--- src/hw/rtl/rcptm_pkg.sv ---
// Shared types, constants and a helper function for the tank drive mixer.
package rcptm_pkg;

    localparam int unsigned PULSE_W = 12;
    localparam int unsigned BAT_W   = 10;
    localparam int unsigned NUM_W   = 17;
    localparam int unsigned DEN_W   = 10;
    localparam int unsigned QUO_W   = 8;
    localparam int unsigned IDX_W   = 3;

    localparam logic [1:0] FAULT_OK    = 2'd0;
    localparam logic [1:0] FAULT_CFG   = 2'd1;
    localparam logic [1:0] FAULT_BAT   = 2'd2;
    localparam logic [1:0] FAULT_PULSE = 2'd3;

    localparam logic [IDX_W-1:0] REG_STEER_MIN       = 3'd0;
    localparam logic [IDX_W-1:0] REG_STEER_CENTER    = 3'd1;
    localparam logic [IDX_W-1:0] REG_STEER_MAX       = 3'd2;
    localparam logic [IDX_W-1:0] REG_THROTTLE_MIN    = 3'd3;
    localparam logic [IDX_W-1:0] REG_THROTTLE_CENTER = 3'd4;
    localparam logic [IDX_W-1:0] REG_THROTTLE_MAX    = 3'd5;

    localparam logic [PULSE_W-1:0] RST_STEER_MIN       = 12'd1105;
    localparam logic [PULSE_W-1:0] RST_STEER_CENTER    = 12'd1504;
    localparam logic [PULSE_W-1:0] RST_STEER_MAX       = 12'd1914;
    localparam logic [PULSE_W-1:0] RST_THROTTLE_MIN    = 12'd1120;
    localparam logic [PULSE_W-1:0] RST_THROTTLE_CENTER = 12'd1468;
    localparam logic [PULSE_W-1:0] RST_THROTTLE_MAX    = 12'd1930;

    localparam logic [PULSE_W-1:0] SPAN_MIN_US   = 12'd500;
    localparam logic [PULSE_W-1:0] SPAN_MAX_US   = 12'd2500;
    localparam logic [PULSE_W:0]   HALF_SPAN_CAP = 13'd501;
    localparam logic [BAT_W-1:0]   BAT_LOW       = 10'd620;
    localparam logic [BAT_W-1:0]   BAT_HIGH      = 10'd900;
    localparam logic [NUM_W-1:0]   BAT_NUM       = 17'd127500;
    localparam logic [6:0]         LIMIT_S8      = 7'd127;
    localparam logic [8:0]         DUTY_FULL     = 9'd255;
    localparam logic [8:0]         DUTY_DEADZONE = 9'd8;
    localparam logic [14:0]        ROUND_HALF    = 15'd64;

    typedef struct packed {
        logic [PULSE_W-1:0] steer_pulse;
        logic [PULSE_W-1:0] throttle_pulse;
        logic [PULSE_W-1:0] aux_pulse;
        logic [BAT_W-1:0]   battery_level;
    } frame_t;

    typedef struct packed {
        logic [7:0] left_duty;
        logic       left_ahead;
        logic [7:0] right_duty;
        logic       right_ahead;
        logic [1:0] fault_code;
    } result_t;

    typedef struct packed {
        logic [1:0] fault;
        logic       s_sat;
        logic       s_neg;
        logic       t_sat;
        logic       t_neg;
    } side_t;

    function automatic logic chan_ok(input logic [PULSE_W-1:0] lo,
                                     input logic [PULSE_W-1:0] mid,
                                     input logic [PULSE_W-1:0] hi);
        logic [PULSE_W:0] h_lo;
        logic [PULSE_W:0] h_hi;
        h_lo = 13'd1 + ((13'(mid - lo) + 13'd1) >> 1);
        h_hi = 13'd1 + ((13'(hi - mid) + 13'd1) >> 1);
        return (lo < mid) && (mid < hi) && (lo >= SPAN_MIN_US) && (hi <= SPAN_MAX_US)
            && (h_lo <= HALF_SPAN_CAP) && (h_hi <= HALF_SPAN_CAP);
    endfunction

endpackage

--- src/hw/rtl/rcptm_div.sv ---
// Pipelined restoring divider, two quotient bits per stage, four stages.
module rcptm_div
    import rcptm_pkg::*;
(
    input  logic             clk,
    input  logic [NUM_W-1:0] num,
    input  logic [DEN_W-1:0] den,
    output logic [QUO_W-1:0] quo
);

    localparam int unsigned STAGES = QUO_W / 2;
    localparam int unsigned CMP_W  = NUM_W + 1;

    logic [NUM_W-1:0] rem_reg [STAGES];
    logic [DEN_W-1:0] den_reg [STAGES];
    logic [QUO_W-1:0] quo_reg [STAGES];

    logic [NUM_W-1:0] rem_next [STAGES];
    logic [QUO_W-1:0] quo_next [STAGES];

    always_comb
    begin
        logic [NUM_W-1:0] r;
        logic [QUO_W-1:0] q;
        logic [CMP_W-1:0] sub;
        for (int k = 0; k < STAGES; k++)
        begin
            r = (k == 0) ? num : rem_reg[k-1];
            q = (k == 0) ? '0 : quo_reg[k-1];
            for (int j = 0; j < 2; j++)
            begin
                sub = CMP_W'((k == 0) ? den : den_reg[k-1]) << (QUO_W - 1 - 2 * k - j);
                if (CMP_W'(r) >= sub)
                begin
                    r = NUM_W'(CMP_W'(r) - sub);
                    q[QUO_W - 1 - 2 * k - j] = 1'b1;
                end
            end
            rem_next[k] = r;
            quo_next[k] = q;
        end
    end

    always_ff @(posedge clk)
    begin
        for (int k = 0; k < STAGES; k++)
        begin
            rem_reg[k] <= rem_next[k];
            quo_reg[k] <= quo_next[k];
            den_reg[k] <= (k == 0) ? den : den_reg[k-1];
        end
    end

    assign quo = quo_reg[STAGES-1];

endmodule

--- src/hw/rtl/rc_pulse_tank_drive_mixer.sv ---
// Top level of the differential tank drive mixer pipeline.
// Usage:
//   Drive a frame (steering, throttle, aux pulse widths and battery level)
//   on frame and raise start for one cycle; busy stays low, so a frame may
//   be taken at every clock edge.
//   Each frame yields one result beat on result, marked by done for exactly
//   one cycle. done rises once the frame has passed the setup register, the
//   four divider stages, the mix register and the output register. Results
//   leave in the order the frames came in.
//   Throughput is one frame per cycle: the three quotients (steering,
//   throttle, battery ceiling) run in parallel four-stage dividers, and
//   every stage advances each cycle.
//   The user must write timing registers via wr_en, wr_idx and wr_data
//   while no frame is in flight (unenforced); indexes 6 and 7 are dropped.
//   Reset clears all valid bits and loads the default channel timings.
//   The receiver cannot stall; a result is present for its one cycle only.
module rc_pulse_tank_drive_mixer
    import rcptm_pkg::*;
(
    input  logic               clk,
    input  logic               rst_n,
    input  logic               start,
    output logic               busy,
    input  frame_t             frame,
    input  logic               wr_en,
    input  logic [IDX_W-1:0]   wr_idx,
    input  logic [PULSE_W-1:0] wr_data,
    output logic               done,
    output result_t            result
);

    localparam int unsigned DIV_STAGES = QUO_W / 2;

    logic [PULSE_W-1:0] steer_min_reg, steer_center_reg, steer_max_reg;
    logic [PULSE_W-1:0] throttle_min_reg, throttle_center_reg, throttle_max_reg;

    always_ff @(posedge clk or negedge rst_n)
    begin
        if (!rst_n)
        begin
            steer_min_reg       <= RST_STEER_MIN;
            steer_center_reg    <= RST_STEER_CENTER;
            steer_max_reg       <= RST_STEER_MAX;
            throttle_min_reg    <= RST_THROTTLE_MIN;
            throttle_center_reg <= RST_THROTTLE_CENTER;
            throttle_max_reg    <= RST_THROTTLE_MAX;
        end
        else if (wr_en)
        begin
            case (wr_idx)
                REG_STEER_MIN:       steer_min_reg       <= wr_data;
                REG_STEER_CENTER:    steer_center_reg    <= wr_data;
                REG_STEER_MAX:       steer_max_reg       <= wr_data;
                REG_THROTTLE_MIN:    throttle_min_reg    <= wr_data;
                REG_THROTTLE_CENTER: throttle_center_reg <= wr_data;
                REG_THROTTLE_MAX:    throttle_max_reg    <= wr_data;
                default: ;
            endcase
        end
    end

    assign busy = 1'b0;

    // input stage
    logic   in_vld_reg;
    frame_t in_reg;

    always_ff @(posedge clk or negedge rst_n)
    begin
        if (!rst_n)
            in_vld_reg <= 1'b0;
        else
            in_vld_reg <= start && !busy;
    end

    always_ff @(posedge clk)
    begin
        in_reg <= frame;
    end

    // numerator, divisor and fault setup
    logic               cfg_ok;
    logic               s_lt, t_lt;
    logic [PULSE_W-1:0] s_d, t_d, s_span, t_span;
    logic [PULSE_W:0]   s_h, t_h;
    side_t              side_next;
    logic [NUM_W-1:0]   s_num_next, t_num_next, b_num_next;
    logic [DEN_W-1:0]   s_den_next, t_den_next;

    always_comb
    begin
        cfg_ok = chan_ok(steer_min_reg, steer_center_reg, steer_max_reg)
              && chan_ok(throttle_min_reg, throttle_center_reg, throttle_max_reg);
        s_lt   = in_reg.steer_pulse < steer_center_reg;
        t_lt   = in_reg.throttle_pulse < throttle_center_reg;
        s_d    = s_lt ? steer_center_reg - in_reg.steer_pulse
                      : in_reg.steer_pulse - steer_center_reg;
        t_d    = t_lt ? throttle_center_reg - in_reg.throttle_pulse
                      : in_reg.throttle_pulse - throttle_center_reg;
        s_span = s_lt ? steer_center_reg - steer_min_reg : steer_max_reg - steer_center_reg;
        t_span = t_lt ? throttle_center_reg - throttle_min_reg
                      : throttle_max_reg - throttle_center_reg;
        s_h    = 13'd1 + ((13'(s_span) + 13'd1) >> 1);
        t_h    = 13'd1 + ((13'(t_span) + 13'd1) >> 1);
        s_num_next = NUM_W'({s_d[9:0], 6'b0}) + NUM_W'(s_h[DEN_W-1:1]);
        t_num_next = NUM_W'({t_d[9:0], 6'b0}) + NUM_W'(t_h[DEN_W-1:1]);
        s_den_next = s_h[DEN_W-1:0];
        t_den_next = t_h[DEN_W-1:0];
        b_num_next = BAT_NUM + NUM_W'(in_reg.battery_level >> 1);

        side_next.s_neg = s_lt;
        side_next.t_neg = t_lt;
        side_next.s_sat = (in_reg.steer_pulse <= steer_min_reg)
                       || (in_reg.steer_pulse >= steer_max_reg);
        side_next.t_sat = (in_reg.throttle_pulse <= throttle_min_reg)
                       || (in_reg.throttle_pulse >= throttle_max_reg);
        if (!cfg_ok)
            side_next.fault = FAULT_CFG;
        else if (in_reg.battery_level <= BAT_LOW || in_reg.battery_level >= BAT_HIGH)
            side_next.fault = FAULT_BAT;
        else if (in_reg.steer_pulse == '0 || in_reg.throttle_pulse == '0
                 || in_reg.aux_pulse == '0)
            side_next.fault = FAULT_PULSE;
        else
            side_next.fault = FAULT_OK;
    end

    logic             setup_vld_reg;
    side_t            setup_side_reg;
    logic [NUM_W-1:0] s_num_reg, t_num_reg, b_num_reg;
    logic [DEN_W-1:0] s_den_reg, t_den_reg, b_den_reg;

    always_ff @(posedge clk or negedge rst_n)
    begin
        if (!rst_n)
            setup_vld_reg <= 1'b0;
        else
            setup_vld_reg <= in_vld_reg;
    end

    always_ff @(posedge clk)
    begin
        setup_side_reg <= side_next;
        s_num_reg      <= s_num_next;
        t_num_reg      <= t_num_next;
        b_num_reg      <= b_num_next;
        s_den_reg      <= s_den_next;
        t_den_reg      <= t_den_next;
        b_den_reg      <= in_reg.battery_level;
    end

    // dividers
    logic [QUO_W-1:0] s_quo, t_quo, b_quo;

    rcptm_div u_div_steer (.clk(clk), .num(s_num_reg), .den(s_den_reg), .quo(s_quo));
    rcptm_div u_div_throttle (.clk(clk), .num(t_num_reg), .den(t_den_reg), .quo(t_quo));
    rcptm_div u_div_battery (.clk(clk), .num(b_num_reg), .den(b_den_reg), .quo(b_quo));

    logic  dv_vld_reg  [DIV_STAGES];
    side_t dv_side_reg [DIV_STAGES];

    always_ff @(posedge clk or negedge rst_n)
    begin
        if (!rst_n)
        begin
            for (int k = 0; k < DIV_STAGES; k++)
                dv_vld_reg[k] <= 1'b0;
        end
        else
        begin
            for (int k = 0; k < DIV_STAGES; k++)
                dv_vld_reg[k] <= (k == 0) ? setup_vld_reg : dv_vld_reg[k-1];
        end
    end

    always_ff @(posedge clk)
    begin
        for (int k = 0; k < DIV_STAGES; k++)
            dv_side_reg[k] <= (k == 0) ? setup_side_reg : dv_side_reg[k-1];
    end

    // mix stage
    side_t       dv_side;
    logic [6:0]  s_mag, t_mag, as_mag, at_mag;
    logic [8:0]  at_s, as_s, l_sum, r_sum;
    logic [7:0]  l_next, r_next;

    function automatic logic [7:0] clamp_s8(input logic [8:0] v);
        if ($signed(v) > $signed({2'b00, LIMIT_S8}))
            return {1'b0, LIMIT_S8};
        else if ($signed(v) < -$signed({2'b00, LIMIT_S8}))
            return -{1'b0, LIMIT_S8};
        else
            return v[7:0];
    endfunction

    always_comb
    begin
        dv_side = dv_side_reg[DIV_STAGES-1];
        s_mag   = (dv_side.s_sat || s_quo > QUO_W'(LIMIT_S8)) ? LIMIT_S8 : s_quo[6:0];
        t_mag   = (dv_side.t_sat || t_quo > QUO_W'(LIMIT_S8)) ? LIMIT_S8 : t_quo[6:0];
        at_mag  = dv_side.t_neg ? 7'((8'(t_mag) + 8'd1) >> 1) : t_mag;
        as_mag  = 7'((8'(s_mag) + 8'd1) >> 1);
        at_s    = dv_side.t_neg ? -9'(at_mag) : 9'(at_mag);
        as_s    = dv_side.s_neg ? -9'(as_mag) : 9'(as_mag);
        l_sum   = at_s + as_s;
        r_sum   = at_s - as_s;
        l_next  = clamp_s8(l_sum);
        r_next  = clamp_s8(r_sum);
    end

    logic             mix_vld_reg;
    logic [1:0]       mix_fault_reg;
    logic [7:0]       mix_l_reg, mix_r_reg;
    logic [QUO_W-1:0] mix_ceil_reg;

    always_ff @(posedge clk or negedge rst_n)
    begin
        if (!rst_n)
            mix_vld_reg <= 1'b0;
        else
            mix_vld_reg <= dv_vld_reg[DIV_STAGES-1];
    end

    always_ff @(posedge clk)
    begin
        mix_fault_reg <= dv_side.fault;
        mix_l_reg     <= l_next;
        mix_r_reg     <= r_next;
        mix_ceil_reg  <= b_quo;
    end

    // duty scaling
    function automatic logic [7:0] duty_of(input logic [7:0] m, input logic [7:0] ceil_v);
        logic [6:0]  mag;
        logic [14:0] prod;
        logic [8:0]  d;
        mag  = m[7] ? 7'(-m) : m[6:0];
        prod = 15'(mag) * 15'(ceil_v);
        d    = 9'd1 + 9'((prod + ROUND_HALF) >> 7);
        if (d > DUTY_FULL)
            d = DUTY_FULL;
        if (d < DUTY_DEADZONE || m == '0)
            d = '0;
        return d[7:0];
    endfunction

    result_t res_next;

    always_comb
    begin
        res_next = '0;
        res_next.fault_code = mix_fault_reg;
        if (mix_fault_reg == FAULT_OK)
        begin
            res_next.left_duty   = duty_of(mix_l_reg, mix_ceil_reg);
            res_next.right_duty  = duty_of(mix_r_reg, mix_ceil_reg);
            res_next.left_ahead  = !mix_l_reg[7] && mix_l_reg != '0;
            res_next.right_ahead = !mix_r_reg[7] && mix_r_reg != '0;
        end
    end

    logic    done_reg;
    result_t result_reg;

    always_ff @(posedge clk or negedge rst_n)
    begin
        if (!rst_n)
            done_reg <= 1'b0;
        else
            done_reg <= mix_vld_reg;
    end

    always_ff @(posedge clk)
    begin
        result_reg <= res_next;
    end

    assign done   = done_reg;
    assign result = result_reg;

    a_fault_clears: assert property (@(posedge clk) disable iff (!rst_n)
        done && result.fault_code != FAULT_OK |->
            result.left_duty == '0 && result.right_duty == '0
            && !result.left_ahead && !result.right_ahead)
        else $error("faulted beat carries drive");

    a_dead_zone: assert property (@(posedge clk) disable iff (!rst_n)
        done && (result.left_duty != '0 || result.right_duty != '0) |->
            (result.left_duty == '0 || result.left_duty >= 8'(DUTY_DEADZONE))
            && (result.right_duty == '0 || result.right_duty >= 8'(DUTY_DEADZONE)))
        else $error("duty inside dead zone");

    a_valid_chain: assert property (@(posedge clk) disable iff (!rst_n)
        done |-> $past(mix_vld_reg))
        else $error("result beat without a frame in flight");

endmodule
--- config.mk ---
export PLATFORM = sky130hd
export DESIGN_NAME = rc_pulse_tank_drive_mixer
export DESIGN_NICKNAME = d
export VERILOG_FILES = /design/src/hw/rtl/rcptm_pkg.sv /design/src/hw/rtl/rcptm_div.sv /design/src/hw/rtl/rc_pulse_tank_drive_mixer.sv
export SDC_FILE = /design/constraint.sdc
export NUM_CORES = 2
export LEC_CHECK = 0
export BUFFER_PORTS_ARGS = -buffer_cell sky130_fd_sc_hd__buf_4
export CAP_MARGIN = 10
export CORE_AREA = 3 3 294 296
export DETAILED_ROUTE_END_ITERATION = 12
export DIE_AREA = 0 0 297 299
export PLACE_DENSITY = 0.65
export SLEW_MARGIN = 40
export SYNTH_ARGS = -nofsm -noshare
export SYNTH_HDL_FRONTEND = slang
export SYNTH_SLANG_ARGS = --single-unit
--- constraint.sdc ---
create_clock -name clk -period 7.9 [get_ports clk]
set_input_delay 0.395 -clock clk [delete_from_list [all_inputs] [get_ports clk]]
set_output_delay 0.395 -clock clk [all_outputs]
set_load 0.03 [all_outputs]
After elaboration in Yosys (flattened, before gate mapping)
Memory sizes are Yosys's and may differ from the RTL's. A register that Yosys moved wholly into a read port is not among the register bits.
Index checks and enable logic that the tools add are counted.
{ "word_totals": {"ff_bits": 248, "mem_bits_rw": 444, "inputBits": 65, "word_cells": 284, "mem_count": 10} }
{ "memory_table": {"columns": ["name", "words", "word_bits", "read_ports", "rd_clocked_by_memory_dff", "write_ports", "line", "source"], "rows": [
  ["u_div_battery.rem_reg", 4, 17, 3, 0, 4, "rcptm_div.sv:14", "logic [NUM_W-1:0] rem_reg [STAGES];"],
  ["u_div_steer.rem_reg", 4, 17, 3, 0, 4, "rcptm_div.sv:14", null],
  ["u_div_throttle.rem_reg", 4, 17, 3, 0, 4, "rcptm_div.sv:14", null],
  ["u_div_battery.den_reg", 4, 10, 3, 0, 4, "rcptm_div.sv:15", "logic [DEN_W-1:0] den_reg [STAGES];"],
  ["u_div_steer.den_reg", 4, 10, 3, 0, 4, "rcptm_div.sv:15", null],
  ["u_div_throttle.den_reg", 4, 10, 3, 0, 4, "rcptm_div.sv:15", null],
  ["+4 memories", null, null, null, null, null, null, null]
]} }
{ "op_classes": {"add_sub_neg": 63, "n_mul": 2, "n_lt_le_gt_ge": 54, "eq_ne": 5, "mux": 67, "bitwise": 1, "reduce_logical": 43} }
{ "ops": {"columns": ["op", "count"], "rows": [
  ["2-to-1 mux 17 bit", 24],
  ["< comparator 12 bit", 6],
  ["2-to-1 mux 9 bit", 6],
  ["adder 1 x 12 -> 13 bit, first input constant", 4],
  ["adder 13 x 1 -> 13 bit, second input constant", 4],
  ["less-or-equal comparator 13 x 9 -> 1 bit, second input constant", 4],
  ["subtractor 12 x 12 -> 13 bit", 4],
  [">= comparator 17 x 10 -> 1 bit", 3],
  [">= comparator 17 x 11 -> 1 bit", 3],
  [">= comparator 17 x 12 -> 1 bit", 3],
  [">= comparator 17 x 13 -> 1 bit", 3],
  [">= comparator 17 x 14 -> 1 bit", 3],
  [">= comparator 17 x 15 -> 1 bit", 3],
  [">= comparator 17 x 16 -> 1 bit", 3],
  [">= comparator 17 bit", 3],
  ["subtractor 17 x 10 -> 17 bit", 3],
  ["subtractor 17 x 11 -> 17 bit", 3],
  ["subtractor 17 x 12 -> 17 bit", 3],
  ["subtractor 17 x 13 -> 17 bit", 3],
  ["subtractor 17 x 14 -> 17 bit", 3],
  ["subtractor 17 x 15 -> 17 bit", 3],
  ["subtractor 17 x 16 -> 17 bit", 3],
  ["subtractor 17 bit", 3],
  ["subtractor 11 bit", 4],
  ["other kinds (43)", 131]
]} }

Depth between registers and ports, before layout
{ "depth": {"ltp_word": 11, "ltp_mapped": 31, "ltp_nobuf": 30} }

Cells and area by module
A second synthesis with hierarchy kept.
{ "hier_totals": {"cells_unflattened": 4958, "hier_area_um2": 43825.8} }
{ "modules_own_cells": {"columns": ["module", "n_inst", "cells_each", "area_each_um2", "seq_area_each_um2"], "rows": [
  ["rc_pulse_tank_drive_mixer", 1, 2683, 23598.9, 5706.7],
  ["rcptm_div (u_div_throttle)", 1, 756, 6770.2, 2021.9],
  ["rcptm_div (u_div_steer)", 1, 781, 6760.2, 2021.9],
  ["rcptm_div (u_div_battery)", 1, 738, 6696.4, 2021.9]
]} }

Worst setup path after synthesis
No wires, ideal clock.
{ "synth_path": {"kind": "reg-to-reg", "start": "register mix_l_reg[0]", "end": "register result_reg (netlist bit result[13])", "setup_ps": 157, "arrival_time_ps": 6365, "required_ps": 7743, "slack_ps": 1378, "stages_incl_launch_ff": 30, "period_less_slack_ps": 6522, "path_cell_list": "dfxtp_1 inv_1 ha_1 nand2_1 or3_1 nand2_1 xor2_1 nor2b_1 fa_1 fa_1 fa_1 inv_1 fa_1 inv_1 ha_1 nand3_1 or4_1 nand2_1 xor2_1 ha_1 inv_1 nor2_1 nand2_1 a2111oi_0 a31oi_1 o211ai_1 xnor2_1 o211ai_1 nor2_1 nor3_1"} }
{ "synth_via": {"elab_chain_len": 11} }
{ "synth_lines": {"columns": ["item", "line", "source"], "rows": [
  ["from (decl)", "rc_pulse_tank_drive_mixer.sv:214", "logic [7:0] mix_l_reg, mix_r_reg;"],
  ["from (signal assigned)", "rc_pulse_tank_drive_mixer.sv:228", "mix_l_reg <= l_next;"],
  ["negator 7 bit", "rc_pulse_tank_drive_mixer.sv:238", "mag = m[7] ? 7'(-m) : m[6:0];"],
  ["2-to-1 mux 7 bit", "rc_pulse_tank_drive_mixer.sv:238", null],
  ["multiplier 7 x 8 -> 15 bit", "rc_pulse_tank_drive_mixer.sv:239", "prod = 15'(mag) * 15'(ceil_v);"],
  ["adder 15 x 7 -> 15 bit", "rc_pulse_tank_drive_mixer.sv:240", "d = 9'd1 + 9'((prod + ROUND_HALF) >> 7);"],
  ["adder 1 x 8 -> 9 bit", "rc_pulse_tank_drive_mixer.sv:240", null],
  ["greater-than comparator 9 x 8 -> 1 bit", "rc_pulse_tank_drive_mixer.sv:241", "if (d > DUTY_FULL)"],
  ["2-to-1 mux 9 bit", "rc_pulse_tank_drive_mixer.sv:241", null],
  ["2-to-1 mux 9 bit", "rc_pulse_tank_drive_mixer.sv:254", "if (mix_fault_reg == FAULT_OK)"],
  ["< comparator 9 x 4 -> 1 bit", "rc_pulse_tank_drive_mixer.sv:243", "if (d < DUTY_DEADZONE || m == '0)"],
  ["logical OR 1 bit", "rc_pulse_tank_drive_mixer.sv:243", null],
  ["OR reduction 2 bit (no line)", null, null],
  ["to (signal assigned)", "rc_pulse_tank_drive_mixer.sv:276", "result_reg <= res_next;"],
  ["to (decl)", "rc_pulse_tank_drive_mixer.sv:264", "result_t result_reg;"]
]} }
Several ways; a longest one is shown, not always the timed one. The select of a mux whose other input is x is not followed.
A chain may end at the register's enable or synchronous reset.

Worst setup path after layout
Ends and elaborated chain as after synthesis.

==> impl_metrics.tcl <==
set metrics [dict create \
    cp_top_family "adder cells" \
    synthTopCellsByCount "585 x ha_1, 524 x inv_1, 456 x dfxtp_1, 325 x nand2_1, 320 x a21oi_1" \
    grt_pass1_vias 32200 \
    io_buffers 85 \
    crit_arrival_ns 7.67 \
    crit_buf_inv 4 \
    cts_max_path_buffers 3 \
    seq_area_frac_synth 0.267 \
    nets 5669 \
    critPathKind "reg2reg" \
    fp.dieW_um 297 \
    finalMaxSlewViolations 0 \
    fin_crit_sh 0.903 \
    coreArea_um2 83800 \
    clkSinkCount 536 \
    min_period_ns 7.14 \
    synth_ff_type "dfxtp_1" \
    r2r-start "mix_l_reg[0]" \
    status "completed" \
    ant_nets 0 \
    synthDominantCellAreaShare 0.218 \
    vias 33000 \
    hold_class "in2reg" \
    syn_avg_cell_area_um2 8.81 \
    worstPathRequired_ns 8.44 \
    antenna_found_initial 0 \
    rows 106 \
    finalHoldViolCount 0 \
    synthCells 4747 \
    cts_resized 0 \
    drc 0 \
    syn_nets 5520 \
    tritoncts "yes" \
    globalRouteTotalUtil 0.215 \
    ys_types 110 \
    root_buffer "clkbuf_16" \
    clock_latency_ns 0.66 \
    drtPass1Iterations 5 \
    max_freq_ghz 0.140 \
    multi_input_area_um2 28400 \
    rsz0062_at_grt "no" \
    cts_buffers 59 \
    async_flop_share 0.149 \
    synth_top_area_cell "dfxtp_1" \
    vias_per_cell 5.43 \
    ios 87 \
    crit_slowest_cell "fa_1" \
    gp_congestion 0.908 \
    hp-start "wr_idx[1]" \
    synth.cell_area_um2 41800 \
    layout.area.seq_um2 11200 \
    crit_path_start_kind "flop" \
    syn2layout_area_growth_pct 11.3 \
    fin_cells 6080 \
    netlist_top_cells_area "dfxtp_1 22%, ha_1 18%, fa_1 5.9%" \
    largest_reg_flops 51 \
    layout-drive-gt1-share 0.0789 \
    grt_overflow 0 \
    fillers 7822 \
    grt_max_degree 56 \
    die_h_um 299 \
    start_util 0.499 \
    end_kind "flop" \
    synth-edff-count 0 \
    die_area_um2 88800 \
    synth_warnings 0 \
    cpPeakStageDelay_ns 0.54 \
    clkTransAtPathRegs_ns 0.07 \
    setup_viol 0 \
    yosysMostFrequentCell "ha_1" \
    max-cap-violations 0 \
    critPathMaxFanout 9 \
    dp_hpwl_um 78400 \
    tns_ns 0 \
    grt_pass1_wl_um 161000 \
    dp.cells 5906 \
    routedWlPerCell_um 16.0 \
    diodes 0 \
    tightest_slew_ns 0.762 \
    fin_skew_ns 0.0337 \
    routed_wl_um 97200 \
    maxSlewHeadroom 0.479 \
    synth-seq-cells 536 \
    htreeDepth 2 \
    drt_iter0_drc 1760 \
    critPathLaunch "mix_l_reg[0]" \
    whs_ns 0.0903 \
]
tightest hold or removal path: stages:
cell and delay (ns):
buf_4 0.13, nor4bb_4 0.08, nand2_1 0.07, o21ai_0 0.07
layer usage:
layer	vias up	track usage	part of all wire
li1	16900	-	-
met1	15400	0.293	0.48
met2	615	0.363	0.46
met3	150	0.0218	0.040
met4	0	0.0596	0.025
met5	-	0	0
timing repair:
action	CTS	global route
hold endpoints to repair	107	0
hold buffers	60	0
buffers inserted	0	0
final timing paths:
| kind | slack (ns) | cells past startpoint | end |
|---|---|---|---|
| worst max-delay path | 0.76 | 29 | result[13] |
| worst min-delay path | 0.09 | 4 | steer_center_reg[7] |
| worst max register to register | 0.76 | 29 | result[13] |
| worst min register to register | 0.32 | 0 | u_div_battery.quo_reg[3][6] |
| max in group asynchronous | 6.71 | 3 | throttle_center_reg[1] |
| min in group asynchronous | 0.17 | 2 | steer_center_reg[2] |
placed cells by master (no fill, tap or decap), types with 33 or more instances in the layout:
cell           count
ha_1             585
inv_1            524
dfxtp_1          456
nand2_1          325
a21oi_1          320
o21ai_0          274
xnor2_1          262
nor2_1           228
xor2_1           123
fa_1             123
a21o_1           113
nor2b_1          113
buf_4            106
nor3_1           103
nand3_1           93
mux2_2            83
nand2b_1          62
and2_1            61
clkbuf_16         60
dlygate4sd3_1     60
nand4_1           58
mux2i_1           55
dfrtp_1           47
o21bai_1          45
nor4_1            45
o21a_1            43
o31ai_1           34
dfstp_2           33
area by class of cell:
type / count / area share
Sequential cell: 536 / 0.240
Inverter: 527 / 0.0425
Timing Repair Buffer: 166 / 0.0300
Tap cell: 1134 / 0.0305
Clock buffer: 71 / 0.0345
Clock inverter: 40 / 0.0126
Multi-Input combinational cell: 3606 / 0.610
cell families after synthesis:
family	Yosys count	share of synthesized area
xor+xnor	386	0.0810
buf+inv	605	0.0557
compound gates	1083	0.165
fa+ha+maj	716	0.236
flops	536	0.267
other cells	1	0.0000897
mux	142	0.0370
simple gates	1278	0.158
metrics by stage:
stage | area, um2 | setup slack [ns] | utilization
floorplan | 41800 | 1.38 | -
global placement | 43700 | 0.901 | 0.521
finish | 46500 | 0.763 | 0.555
detailed placement | 43700 | 0.742 | 0.521
CTS | 46500 | 0.752 | 0.555
global route | 46500 | 0.0288 | 0.555
Power is left out: the tool's default activity adds up to more than one toggle a clock period on the data nets, which glitch-free logic cannot reach.
